File: src/assert_macros.svh
// Assertion macros shared by the RTL of the hourly schedule dimmer.
// No dependencies; included by files that carry concurrent assertions.
`ifndef ASSERT_MACROS_SVH
`define ASSERT_MACROS_SVH

// Same-cycle implication, disabled while reset is asserted.
`define ASSERT_IMPLY(name, clk, rst_n, ante, cons) \
    name: assert property (@(posedge clk) disable iff (!rst_n) (ante) |-> (cons)) \
        else $error("%m: implication failed");

// Next-cycle implication, disabled while reset is asserted.
`define ASSERT_NEXT(name, clk, rst_n, ante, cons) \
    name: assert property (@(posedge clk) disable iff (!rst_n) (ante) |=> (cons)) \
        else $error("%m: next-cycle implication failed");

`endif

File: src/hsd_pkg.sv
// Shared types and constants for the hourly schedule dimmer.
// No dependencies; imported by the multiplier, the top level and the testbench.
package hsd_pkg;

    // Field widths of the input and result beats.
    localparam int OPCODE_W = 2;
    localparam int CHAN_W   = 3;
    localparam int HOUR_W   = 5;
    localparam int MINUTE_W = 6;
    localparam int LEVEL_W  = 16;

    // Interpolation runs over one hour of minutes.
    localparam int MINUTES_PER_HOUR = 60;
    localparam logic [MINUTE_W-1:0] MINUTE_MAX = MINUTE_W'(MINUTES_PER_HOUR - 1);

    // Division by 60 is a shift by two followed by a multiply with the
    // rounded-up reciprocal of 15. The error term stays below one part in
    // fifteen for every dividend this block can produce, so the floor is exact.
    localparam int DIV_PRE_SHIFT = 2;
    localparam int DIV_ODD       = MINUTES_PER_HOUR >> DIV_PRE_SHIFT;
    localparam int RECIP_SHIFT   = 24;
    localparam int RECIP_VAL     = ((1 << RECIP_SHIFT) + DIV_ODD - 1) / DIV_ODD;

    // Shared multiplier operand and product widths.
    localparam int MUL_A_W = 20;
    localparam int MUL_B_W = 21;
    localparam int MUL_P_W = MUL_A_W + MUL_B_W;

    localparam logic [MUL_B_W-1:0] RECIP = MUL_B_W'(RECIP_VAL);

    // Input operation codes.
    typedef enum logic [OPCODE_W-1:0] {
        OP_WRITE   = 2'd0,
        OP_TIME    = 2'd1,
        OP_TURN_ON = 2'd2
    } op_t;

endpackage

File: src/hsd_ram.sv
// Generic single-write, single-read RAM with a registered read port.
// No dependencies; used for the per-channel schedule table.
module hsd_ram #(
    parameter int WIDTH = 16,
    parameter int DEPTH = 144
) (
    input  logic                     clk,
    input  logic                     we,
    input  logic [$clog2(DEPTH)-1:0] waddr,
    input  logic [WIDTH-1:0]         wdata,
    input  logic                     re,
    input  logic [$clog2(DEPTH)-1:0] raddr,
    output logic [WIDTH-1:0]         rdata
);

    logic [WIDTH-1:0] mem [DEPTH];
    logic [WIDTH-1:0] rdata_reg;

    // Write port.
    always_ff @(posedge clk)
    begin
        if (we)
        begin
            mem[waddr] <= wdata;
        end
    end

    // Registered read port.
    always_ff @(posedge clk)
    begin
        if (re)
        begin
            rdata_reg <= mem[raddr];
        end
    end

    assign rdata = rdata_reg;

endmodule

File: src/hsd_mul.sv
// Shared multiplier with a registered product, reused for every step.
// Depends on hsd_pkg for operand widths.
module hsd_mul
    import hsd_pkg::*;
(
    input  logic               clk,
    input  logic               en,
    input  logic [MUL_A_W-1:0] a,
    input  logic [MUL_B_W-1:0] b,
    output logic [MUL_P_W-1:0] p
);

    logic [MUL_P_W-1:0] p_reg;

    // The product holds until the next enabled cycle.
    always_ff @(posedge clk)
    begin
        if (en)
        begin
            p_reg <= MUL_P_W'(a) * MUL_P_W'(b);
        end
    end

    assign p = p_reg;

endmodule

File: src/hourly_schedule_dimmer.sv
// Top level of the hourly schedule dimmer: sequencer, schedule RAM, multiplier.
// Depends on hsd_pkg, hsd_ram, hsd_mul and assert_macros.svh.
//
//   Channel   Handshake             Payload
//   input     in_valid / in_stall   opcode, channel, hour, minute, level
//   output    out_valid / out_stall out_channel, duty, last
//
// After reset a clearing pass zeroes all CHANNELS * SLOTS_PER_DAY entries (144 by
// default) with in_stall high. A write is done in the idle state; a turn-on or a time beat
// scans the channels to serve, and for each one reads the current and next slot, forms the
// difference, multiplies by the minute and divides by 60, then emits the duty.
// Each duty costs two table reads and two multiplier passes. While a result is held
// by out_stall the sequencer waits in its emit step; the input stalls until idle.
`include "assert_macros.svh"

module hourly_schedule_dimmer
    import hsd_pkg::*;
#(
    parameter int CHANNELS      = 6,
    parameter int SLOTS_PER_DAY = 24,
    parameter int DUTY_BITS     = 16
) (
    input  logic                clk,
    input  logic                rst_n,
    input  logic                in_valid,
    output logic                in_stall,
    input  logic [OPCODE_W-1:0] opcode,
    input  logic [CHAN_W-1:0]   channel,
    input  logic [HOUR_W-1:0]   hour,
    input  logic [MINUTE_W-1:0] minute,
    input  logic [LEVEL_W-1:0]  level,
    output logic                out_valid,
    input  logic                out_stall,
    output logic [CHAN_W-1:0]   out_channel,
    output logic [LEVEL_W-1:0]  duty,
    output logic                last
);

    localparam int DEPTH  = CHANNELS * SLOTS_PER_DAY;
    localparam int ADDR_W = $clog2(DEPTH);
    localparam int CH_W   = (CHANNELS > 1) ? $clog2(CHANNELS) : 1;
    localparam int SLOT_W = $clog2(SLOTS_PER_DAY);
    localparam int HOURS  = 2 ** HOUR_W;

    // Saturation limit of the duty, held to the width of the sum.
    localparam longint unsigned DUTY_MAX_L = (64'd1 << DUTY_BITS) - 64'd1;
    localparam logic [LEVEL_W:0] DUTY_CAP =
        (DUTY_MAX_L > 64'h1FFFF) ? {(LEVEL_W+1){1'b1}} : (LEVEL_W+1)'(DUTY_MAX_L);

    typedef enum logic [3:0] {
        S_CLEAR,
        S_IDLE,
        S_SCAN,
        S_RD_CUR,
        S_RD_NXT,
        S_DIFF,
        S_MUL1,
        S_MUL2,
        S_EMIT
    } state_t;

    state_t              state_reg, state_next;
    logic [ADDR_W-1:0]   clr_cnt_reg, clr_cnt_next;
    logic [CHANNELS-1:0] enabled_reg, enabled_next;
    logic [CHANNELS-1:0] pending_reg, pending_next;
    logic [CH_W-1:0]     ch_reg, ch_next;
    logic [SLOT_W-1:0]   slot_reg, slot_next;
    logic [SLOT_W-1:0]   nslot_reg, nslot_next;
    logic [MINUTE_W-1:0] min_reg, min_next;
    logic [LEVEL_W-1:0]  cur_reg, cur_next;
    logic                neg_reg, neg_next;
    logic [LEVEL_W-1:0]  mag_reg, mag_next;
    logic                out_valid_reg, out_valid_next;
    logic [CHAN_W-1:0]   out_channel_reg, out_channel_next;
    logic [LEVEL_W-1:0]  duty_reg, duty_next;
    logic                last_reg, last_next;

    logic [SLOT_W-1:0]   slot_lut [HOURS];
    logic [SLOT_W-1:0]   in_slot;
    logic [CH_W-1:0]     ch_in;
    logic                in_accept;
    logic                out_free;
    logic                out_load;
    logic                emit_last;

    logic                ram_we;
    logic [ADDR_W-1:0]   ram_waddr;
    logic [LEVEL_W-1:0]  ram_wdata;
    logic                ram_re;
    logic [ADDR_W-1:0]   ram_raddr;
    logic [LEVEL_W-1:0]  ram_rdata;
    logic [SLOT_W-1:0]   rd_slot;

    logic                mul_en;
    logic [MUL_A_W-1:0]  mul_a;
    logic [MUL_B_W-1:0]  mul_b;
    logic [MUL_P_W-1:0]  mul_p;

    logic [LEVEL_W:0]    diff;
    logic [LEVEL_W-1:0]  quot;
    logic [LEVEL_W:0]    sum_val;
    logic [LEVEL_W:0]    sat_val;

    // Hour to slot table, hour taken modulo the number of slots.
    for (genvar g = 0; g < HOURS; g++)
    begin : g_slot
        localparam int SLOT_OF = g % SLOTS_PER_DAY;
        assign slot_lut[g] = SLOT_W'(SLOT_OF);
    end

    assign in_slot   = slot_lut[hour];
    assign ch_in     = CH_W'(channel);
    assign in_stall  = (state_reg != S_IDLE);
    assign in_accept = in_valid && !in_stall;
    assign out_free  = !out_valid_reg || !out_stall;
    assign out_load  = (state_reg == S_EMIT) && out_free;
    assign emit_last = (pending_reg == '0);

    // Table port control: the clearing pass and writes share the write port.
    always_comb
    begin
        ram_we    = 1'b0;
        ram_waddr = clr_cnt_reg;
        ram_wdata = '0;
        if (state_reg == S_CLEAR)
        begin
            ram_we = 1'b1;
        end
        else if (in_accept && (opcode == OP_WRITE) && (int'(channel) < CHANNELS)
                 && (int'(hour) < SLOTS_PER_DAY))
        begin
            ram_we    = 1'b1;
            ram_waddr = ADDR_W'(int'(channel) * SLOTS_PER_DAY + int'(hour));
            ram_wdata = level;
        end
    end

    // Reads fetch the current slot first, then the next slot.
    assign rd_slot   = (state_reg == S_RD_NXT) ? nslot_reg : slot_reg;
    assign ram_re    = (state_reg == S_RD_CUR) || (state_reg == S_RD_NXT);
    assign ram_raddr = ADDR_W'(int'(ch_reg) * SLOTS_PER_DAY + int'(rd_slot));

    // Multiplier operands: level difference times minute, then divide by 60.
    always_comb
    begin
        mul_en = 1'b0;
        mul_a  = MUL_A_W'(mag_reg);
        mul_b  = MUL_B_W'(min_reg);
        if (state_reg == S_MUL1)
        begin
            mul_en = 1'b1;
        end
        else if (state_reg == S_MUL2)
        begin
            mul_en = 1'b1;
            mul_a  = mul_p[MUL_A_W+DIV_PRE_SHIFT-1:DIV_PRE_SHIFT];
            mul_b  = RECIP;
        end
    end

    // Signed difference and the final sum with saturation.
    assign diff    = {1'b0, ram_rdata} - {1'b0, cur_reg};
    assign quot    = mul_p[RECIP_SHIFT +: LEVEL_W];
    assign sum_val = neg_reg ? ({1'b0, cur_reg} - {1'b0, quot})
                             : ({1'b0, cur_reg} + {1'b0, quot});
    assign sat_val = (sum_val > DUTY_CAP) ? DUTY_CAP : sum_val;

    // Sequencer next-state logic.
    always_comb
    begin
        state_next       = state_reg;
        clr_cnt_next     = clr_cnt_reg;
        enabled_next     = enabled_reg;
        pending_next     = pending_reg;
        ch_next          = ch_reg;
        slot_next        = slot_reg;
        nslot_next       = nslot_reg;
        min_next         = min_reg;
        cur_next         = cur_reg;
        neg_next         = neg_reg;
        mag_next         = mag_reg;
        out_valid_next   = out_valid_reg && out_stall;
        out_channel_next = out_channel_reg;
        duty_next        = duty_reg;
        last_next        = last_reg;

        unique case (state_reg)
            S_CLEAR:
            begin
                clr_cnt_next = clr_cnt_reg + 1'b1;
                if (clr_cnt_reg == ADDR_W'(DEPTH - 1))
                begin
                    state_next = S_IDLE;
                end
            end
            S_IDLE:
            begin
                if (in_accept)
                begin
                    slot_next  = in_slot;
                    nslot_next = (in_slot == SLOT_W'(SLOTS_PER_DAY - 1)) ? '0
                                                                         : in_slot + 1'b1;
                    min_next   = (minute > MINUTE_MAX) ? MINUTE_MAX : minute;
                    case (opcode)
                        OP_TIME:
                        begin
                            pending_next = enabled_reg;
                            ch_next      = '0;
                            state_next   = S_SCAN;
                        end
                        OP_TURN_ON:
                        begin
                            if (int'(channel) < CHANNELS)
                            begin
                                enabled_next = enabled_reg | (CHANNELS'(1) << ch_in);
                                pending_next = CHANNELS'(1) << ch_in;
                                ch_next      = ch_in;
                                state_next   = S_SCAN;
                            end
                        end
                        default:
                        begin
                            state_next = S_IDLE;
                        end
                    endcase
                end
            end
            S_SCAN:
            begin
                if (pending_reg == '0)
                begin
                    state_next = S_IDLE;
                end
                else if (pending_reg[ch_reg])
                begin
                    state_next = S_RD_CUR;
                end
                else
                begin
                    ch_next = ch_reg + 1'b1;
                end
            end
            S_RD_CUR:
            begin
                pending_next         = pending_reg;
                pending_next[ch_reg] = 1'b0;
                state_next           = S_RD_NXT;
            end
            S_RD_NXT:
            begin
                cur_next   = ram_rdata;
                state_next = S_DIFF;
            end
            S_DIFF:
            begin
                neg_next   = diff[LEVEL_W];
                mag_next   = diff[LEVEL_W] ? LEVEL_W'(-diff) : diff[LEVEL_W-1:0];
                state_next = S_MUL1;
            end
            S_MUL1:
            begin
                state_next = S_MUL2;
            end
            S_MUL2:
            begin
                state_next = S_EMIT;
            end
            S_EMIT:
            begin
                if (out_free)
                begin
                    out_valid_next   = 1'b1;
                    out_channel_next = CHAN_W'(ch_reg);
                    duty_next        = sat_val[LEVEL_W-1:0];
                    last_next        = emit_last;
                    if (emit_last)
                    begin
                        state_next = S_IDLE;
                    end
                    else
                    begin
                        ch_next    = ch_reg + 1'b1;
                        state_next = S_SCAN;
                    end
                end
            end
            default:
            begin
                state_next = S_IDLE;
            end
        endcase
    end

    // State and registered outputs.
    always_ff @(posedge clk or negedge rst_n)
    begin
        if (!rst_n)
        begin
            state_reg       <= S_CLEAR;
            clr_cnt_reg     <= '0;
            enabled_reg     <= '0;
            pending_reg     <= '0;
            ch_reg          <= '0;
            slot_reg        <= '0;
            nslot_reg       <= '0;
            min_reg         <= '0;
            cur_reg         <= '0;
            neg_reg         <= 1'b0;
            mag_reg         <= '0;
            out_valid_reg   <= 1'b0;
            out_channel_reg <= '0;
            duty_reg        <= '0;
            last_reg        <= 1'b0;
        end
        else
        begin
            state_reg       <= state_next;
            clr_cnt_reg     <= clr_cnt_next;
            enabled_reg     <= enabled_next;
            pending_reg     <= pending_next;
            ch_reg          <= ch_next;
            slot_reg        <= slot_next;
            nslot_reg       <= nslot_next;
            min_reg         <= min_next;
            cur_reg         <= cur_next;
            neg_reg         <= neg_next;
            mag_reg         <= mag_next;
            out_valid_reg   <= out_valid_next;
            out_channel_reg <= out_channel_next;
            duty_reg        <= duty_next;
            last_reg        <= last_next;
        end
    end

    assign out_valid   = out_valid_reg;
    assign out_channel = out_channel_reg;
    assign duty        = duty_reg;
    assign last        = last_reg;

    // Schedule table.
    hsd_ram #(
        .WIDTH (LEVEL_W),
        .DEPTH (DEPTH)
    ) u_ram (
        .clk   (clk),
        .we    (ram_we),
        .waddr (ram_waddr),
        .wdata (ram_wdata),
        .re    (ram_re),
        .raddr (ram_raddr),
        .rdata (ram_rdata)
    );

    // Shared multiplier.
    hsd_mul u_mul (
        .clk (clk),
        .en  (mul_en),
        .a   (mul_a),
        .b   (mul_b),
        .p   (mul_p)
    );

    // Channels still to be served are always enabled channels.
    `ASSERT_IMPLY(a_pending_enabled, clk, rst_n, 1'b1, (pending_reg & ~enabled_reg) == '0)
    // The table is written only by the clearing pass or by an idle write beat.
    `ASSERT_IMPLY(a_ram_we_state, clk, rst_n, ram_we, (state_reg == S_CLEAR) || (state_reg == S_IDLE))
    // Loading the final beat of an item returns the sequencer to idle.
    `ASSERT_NEXT(a_last_idle, clk, rst_n, out_load && emit_last, state_reg == S_IDLE)

endmodule

File: config.mk
export PLATFORM = sky130hd
export DESIGN_NAME = hourly_schedule_dimmer
export DESIGN_NICKNAME = d
export VERILOG_FILES = /design/src/hsd_pkg.sv /design/src/hsd_ram.sv /design/src/hsd_mul.sv /design/src/hourly_schedule_dimmer.sv
export VERILOG_INCLUDE_DIRS = /design/src /design/src/src
export SDC_FILE = /design/constraint.sdc
export NUM_CORES = 2
export LEC_CHECK = 0
export BUFFER_PORTS_ARGS = -buffer_cell sky130_fd_sc_hd__buf_2
export CORE_UTILIZATION = 35
export CTS_CLUSTER_SIZE = 40
export DETAILED_ROUTE_END_ITERATION = 7
export PLACE_DENSITY_LB_ADDON = 0.1
export SYNTH_ARGS = -nofsm -noshare
export SYNTH_HDL_FRONTEND = slang
export SYNTH_SLANG_ARGS = --single-unit
File: constraint.sdc
create_clock -name clk -period 6.8 [get_ports clk]
set_input_delay 1.36 -clock clk [delete_from_list [all_inputs] [get_ports clk]]
set_output_delay 1.36 -clock clk [all_outputs]
set_load 0.01 [all_outputs]
==> flow_summary.toml <==
[status]
status = "finished with violations"
violations = "setup timing"

[logic_synthesis]
yosys.cell_types.count = 93
async_flop_share = 0.0395
synth-main-ff-cell = "edfxtp_1"
synth_area_mm2 = 0.106
yosysWarnings = 0
synth_edf_count = 2356
ys_ff_latch = 2453
synthCells = 6562
synth-seq-area-share = 0.688
avgSynthCellArea_um2 = 16.2

[clock_tree]
cts_tree = "yes"
root_buffer = "clkbuf_16"
numCtsBuffers = 281
cts.sinks = 2453
ctsHoldBuffers = 0
clk_path_buf_depth = 4
clkTransAtPathRegs_ns = 0.06
h-tree-depth = 5
clk_latency_ns = 0.91

[placement]
post-place-ws_ns = -0.680
port_buffers = 57
dp_cells = 10800
hpwl_um = 214000
gp_congestion = 0.825
placed_area_mm2 = 0.114

[grt]
overflow = 0
antenna_found_initial = 23
grt_start_max_net_pins = 97
grt_pass1_wl_um = 471000
grt_pass1_vias = 61000
grtUsageTotal = 0.214

[layout]
fillerInstances = 27600
drive_gt1_frac = 0.195
layout_common_cells = "edfxtp_1 (2356), nand2_1 (719), buf_4 (479)"
nNetsFinal = 7526
largest_reg_flops = 2304
syn_to_final_growth_pct = 16.2
layout.cells.most_common = "edfxtp_1"
final_cells = 11300
fin_area_mm2 = 0.124

[setup_path]
worstPathMaxFanout = 5
critPathCaptureType = "register"
ff2ff_path_depth = 24
critPathKind = "reg2reg"
cp-start-kind = "register"
crit_arrival_ns = 7.45
required_ns = 7.43

[sta]
rsz0062_at_grt = "true"
hold_viol = 0
finalCritPeriodShare = 1.00
worst_pin_slew_ns = 1.40
relSlewSlack = 0.0552
drv_slew = 0
fin_ws_ns = -0.0261
hold_slack_ns = 0.453
final.min_clock_period_ns = 6.83
fmax_mhz = 146
setup-violations-final = 1
clock-skew-final_ns = 0.0610

[route]
dr.pass1.iters = 5
routed_via_density = 5.38
drc = 0
drtIter0Drc = 5811
drt-wirelength-per-cell_um = 29.4
routed-via-count = 60900
ant_nets = 0
wirelength_um = 333000

[run]
maxCapViolCount = 0

[power]
ir_drop_mv = 0.475
p_leak_nw = 43.7
power_density_mw_per_mm2 = 541

[die]
start_util = 0.351
dieArea_mm2 = 0.306
core.rowCount = 202
pin_count = 58
die_w_um = 553
die_h_um = 553
core_mm2 = 0.303

[hold_path]
holdPathStages = 2
worst_hold_path_type = "reg2reg"
-- cell usage after synthesis, types with 56 or more instances --
| master | number | area (um2) |
|---|---|---|
| o21ai_0 | 181 | 906 |
| nor3_1 | 56 | 280 |
| clkbuf_1 | 127 | 477 |
| nand3_1 | 118 | 591 |
| and3_1 | 57 | 357 |
| ha_1 | 237 | 2970 |
| buf_2 | 78 | 390 |
| a21oi_1 | 332 | 1660 |
| mux4_2 | 275 | 6190 |
| mux2i_1 | 272 | 2720 |
| inv_1 | 260 | 976 |
| dfrtp_1 | 97 | 2430 |
| edfxtp_1 | 2356 | 70700 |
| nand2_1 | 730 | 2740 |
| mux4_1 | 62 | 1630 |
| fa_1 | 127 | 2540 |
| nor2_1 | 282 | 1060 |
| xnor2_1 | 69 | 604 |
| o221ai_1 | 99 | 867 |
| a31oi_1 | 63 | 394 |
-- cells by family after synthesis --
logic type | share of synthesized area
AO/OA/AOI/OAI | 0.0615
XOR/XNOR | 0.00845
adder cells (fa/ha/maj) | 0.0518
buffers and inverters | 0.0302
flip-flops | 0.688
multiplexers | 0.102
other | 0.0000706
AND/OR/NAND/NOR | 0.0582
-- per-layer routing --
metal | global-route usage | share of wire
met1 | 0.299 | 0.44
met2 | 0.355 | 0.48
met3 | 0.0265 | 0.052
met4 | 0.0531 | 0.026
met5 | 0 | 0
-- worst paths after layout --
check	start	end	slack (ns)
worst max-delay path	state_reg[2]	u_mul.p[38]	-0.03
worst min-delay path	enabled_reg[0]	enabled_reg[0]	0.45
worst max register to register	state_reg[2]	u_mul.p[38]	-0.03
worst min register to register	enabled_reg[0]	enabled_reg[0]	0.45
max in group asynchronous	rst_n	slot_reg[1]	4.96
min in group asynchronous	rst_n	duty[4]	0.50
-- final cells by class --
| cell class | instances | area [um2] | share of cell area |
|---|---|---|---|
| flip-flops and latches | 2453 | 73200 | 0.592 |
| repair buffers | 591 | 4940 | 0.0400 |
| diodes | 11 | 27.5 | 0.000223 |
| clock inverters | 150 | 1430 | 0.0116 |
| multi-input cells | 3539 | 30700 | 0.248 |
| inverters | 260 | 978 | 0.00792 |
| clock buffers | 342 | 7350 | 0.0595 |
| well taps | 3978 | 4980 | 0.0403 |
-- worst max-delay path, cell delays in order (launching register included) --
cell and delay [ns]:
dfrtp_1 0.37, and2b_2 0.23, nor2b_4 0.18, and2_4 0.17, a21o_1 0.16, fa_2 0.57, inv_2 0.05, fa_1 0.52
inv_1 0.05, fa_2 0.53, fa_2 0.44, fa_1 0.36, inv_1 0.08, fa_1 0.43, inv_2 0.08, fa_2 0.45
ha_4 0.30, nand3_2 0.11, or3_1 0.33, o21ai_2 0.21, o2111ai_4 0.19, a31oi_4 0.22, o41ai_4 0.09, nor4bb_1 0.13
or3_1 0.34
-- power by group --
part,internal [mW],switching [mW]
clock network,8.52,6.21
logic,12.7,21.5
registers,17.3,0.479
-- timing repair --
action,CTS,global route
resized for setup,56,26
setup endpoints to repair,12,9
buffers inserted,7,7
pin swaps,27,17
gates cloned,1,2
-- metrics by stage --
stage / setup TNS, ns / utilization / power (mW)
after floorplan: -0.0680 / - / 37.0
after detailed placement: -3.60 / 0.378 / 51.9
after global placement: -3.27 / 0.378 / 52.0
after global routing: -0.892 / 0.408 / 70.2
after CTS: -0.0317 / 0.408 / 67.4
final: -0.0261 / 0.408 / 66.8
(Power assumes the default switching activity.)
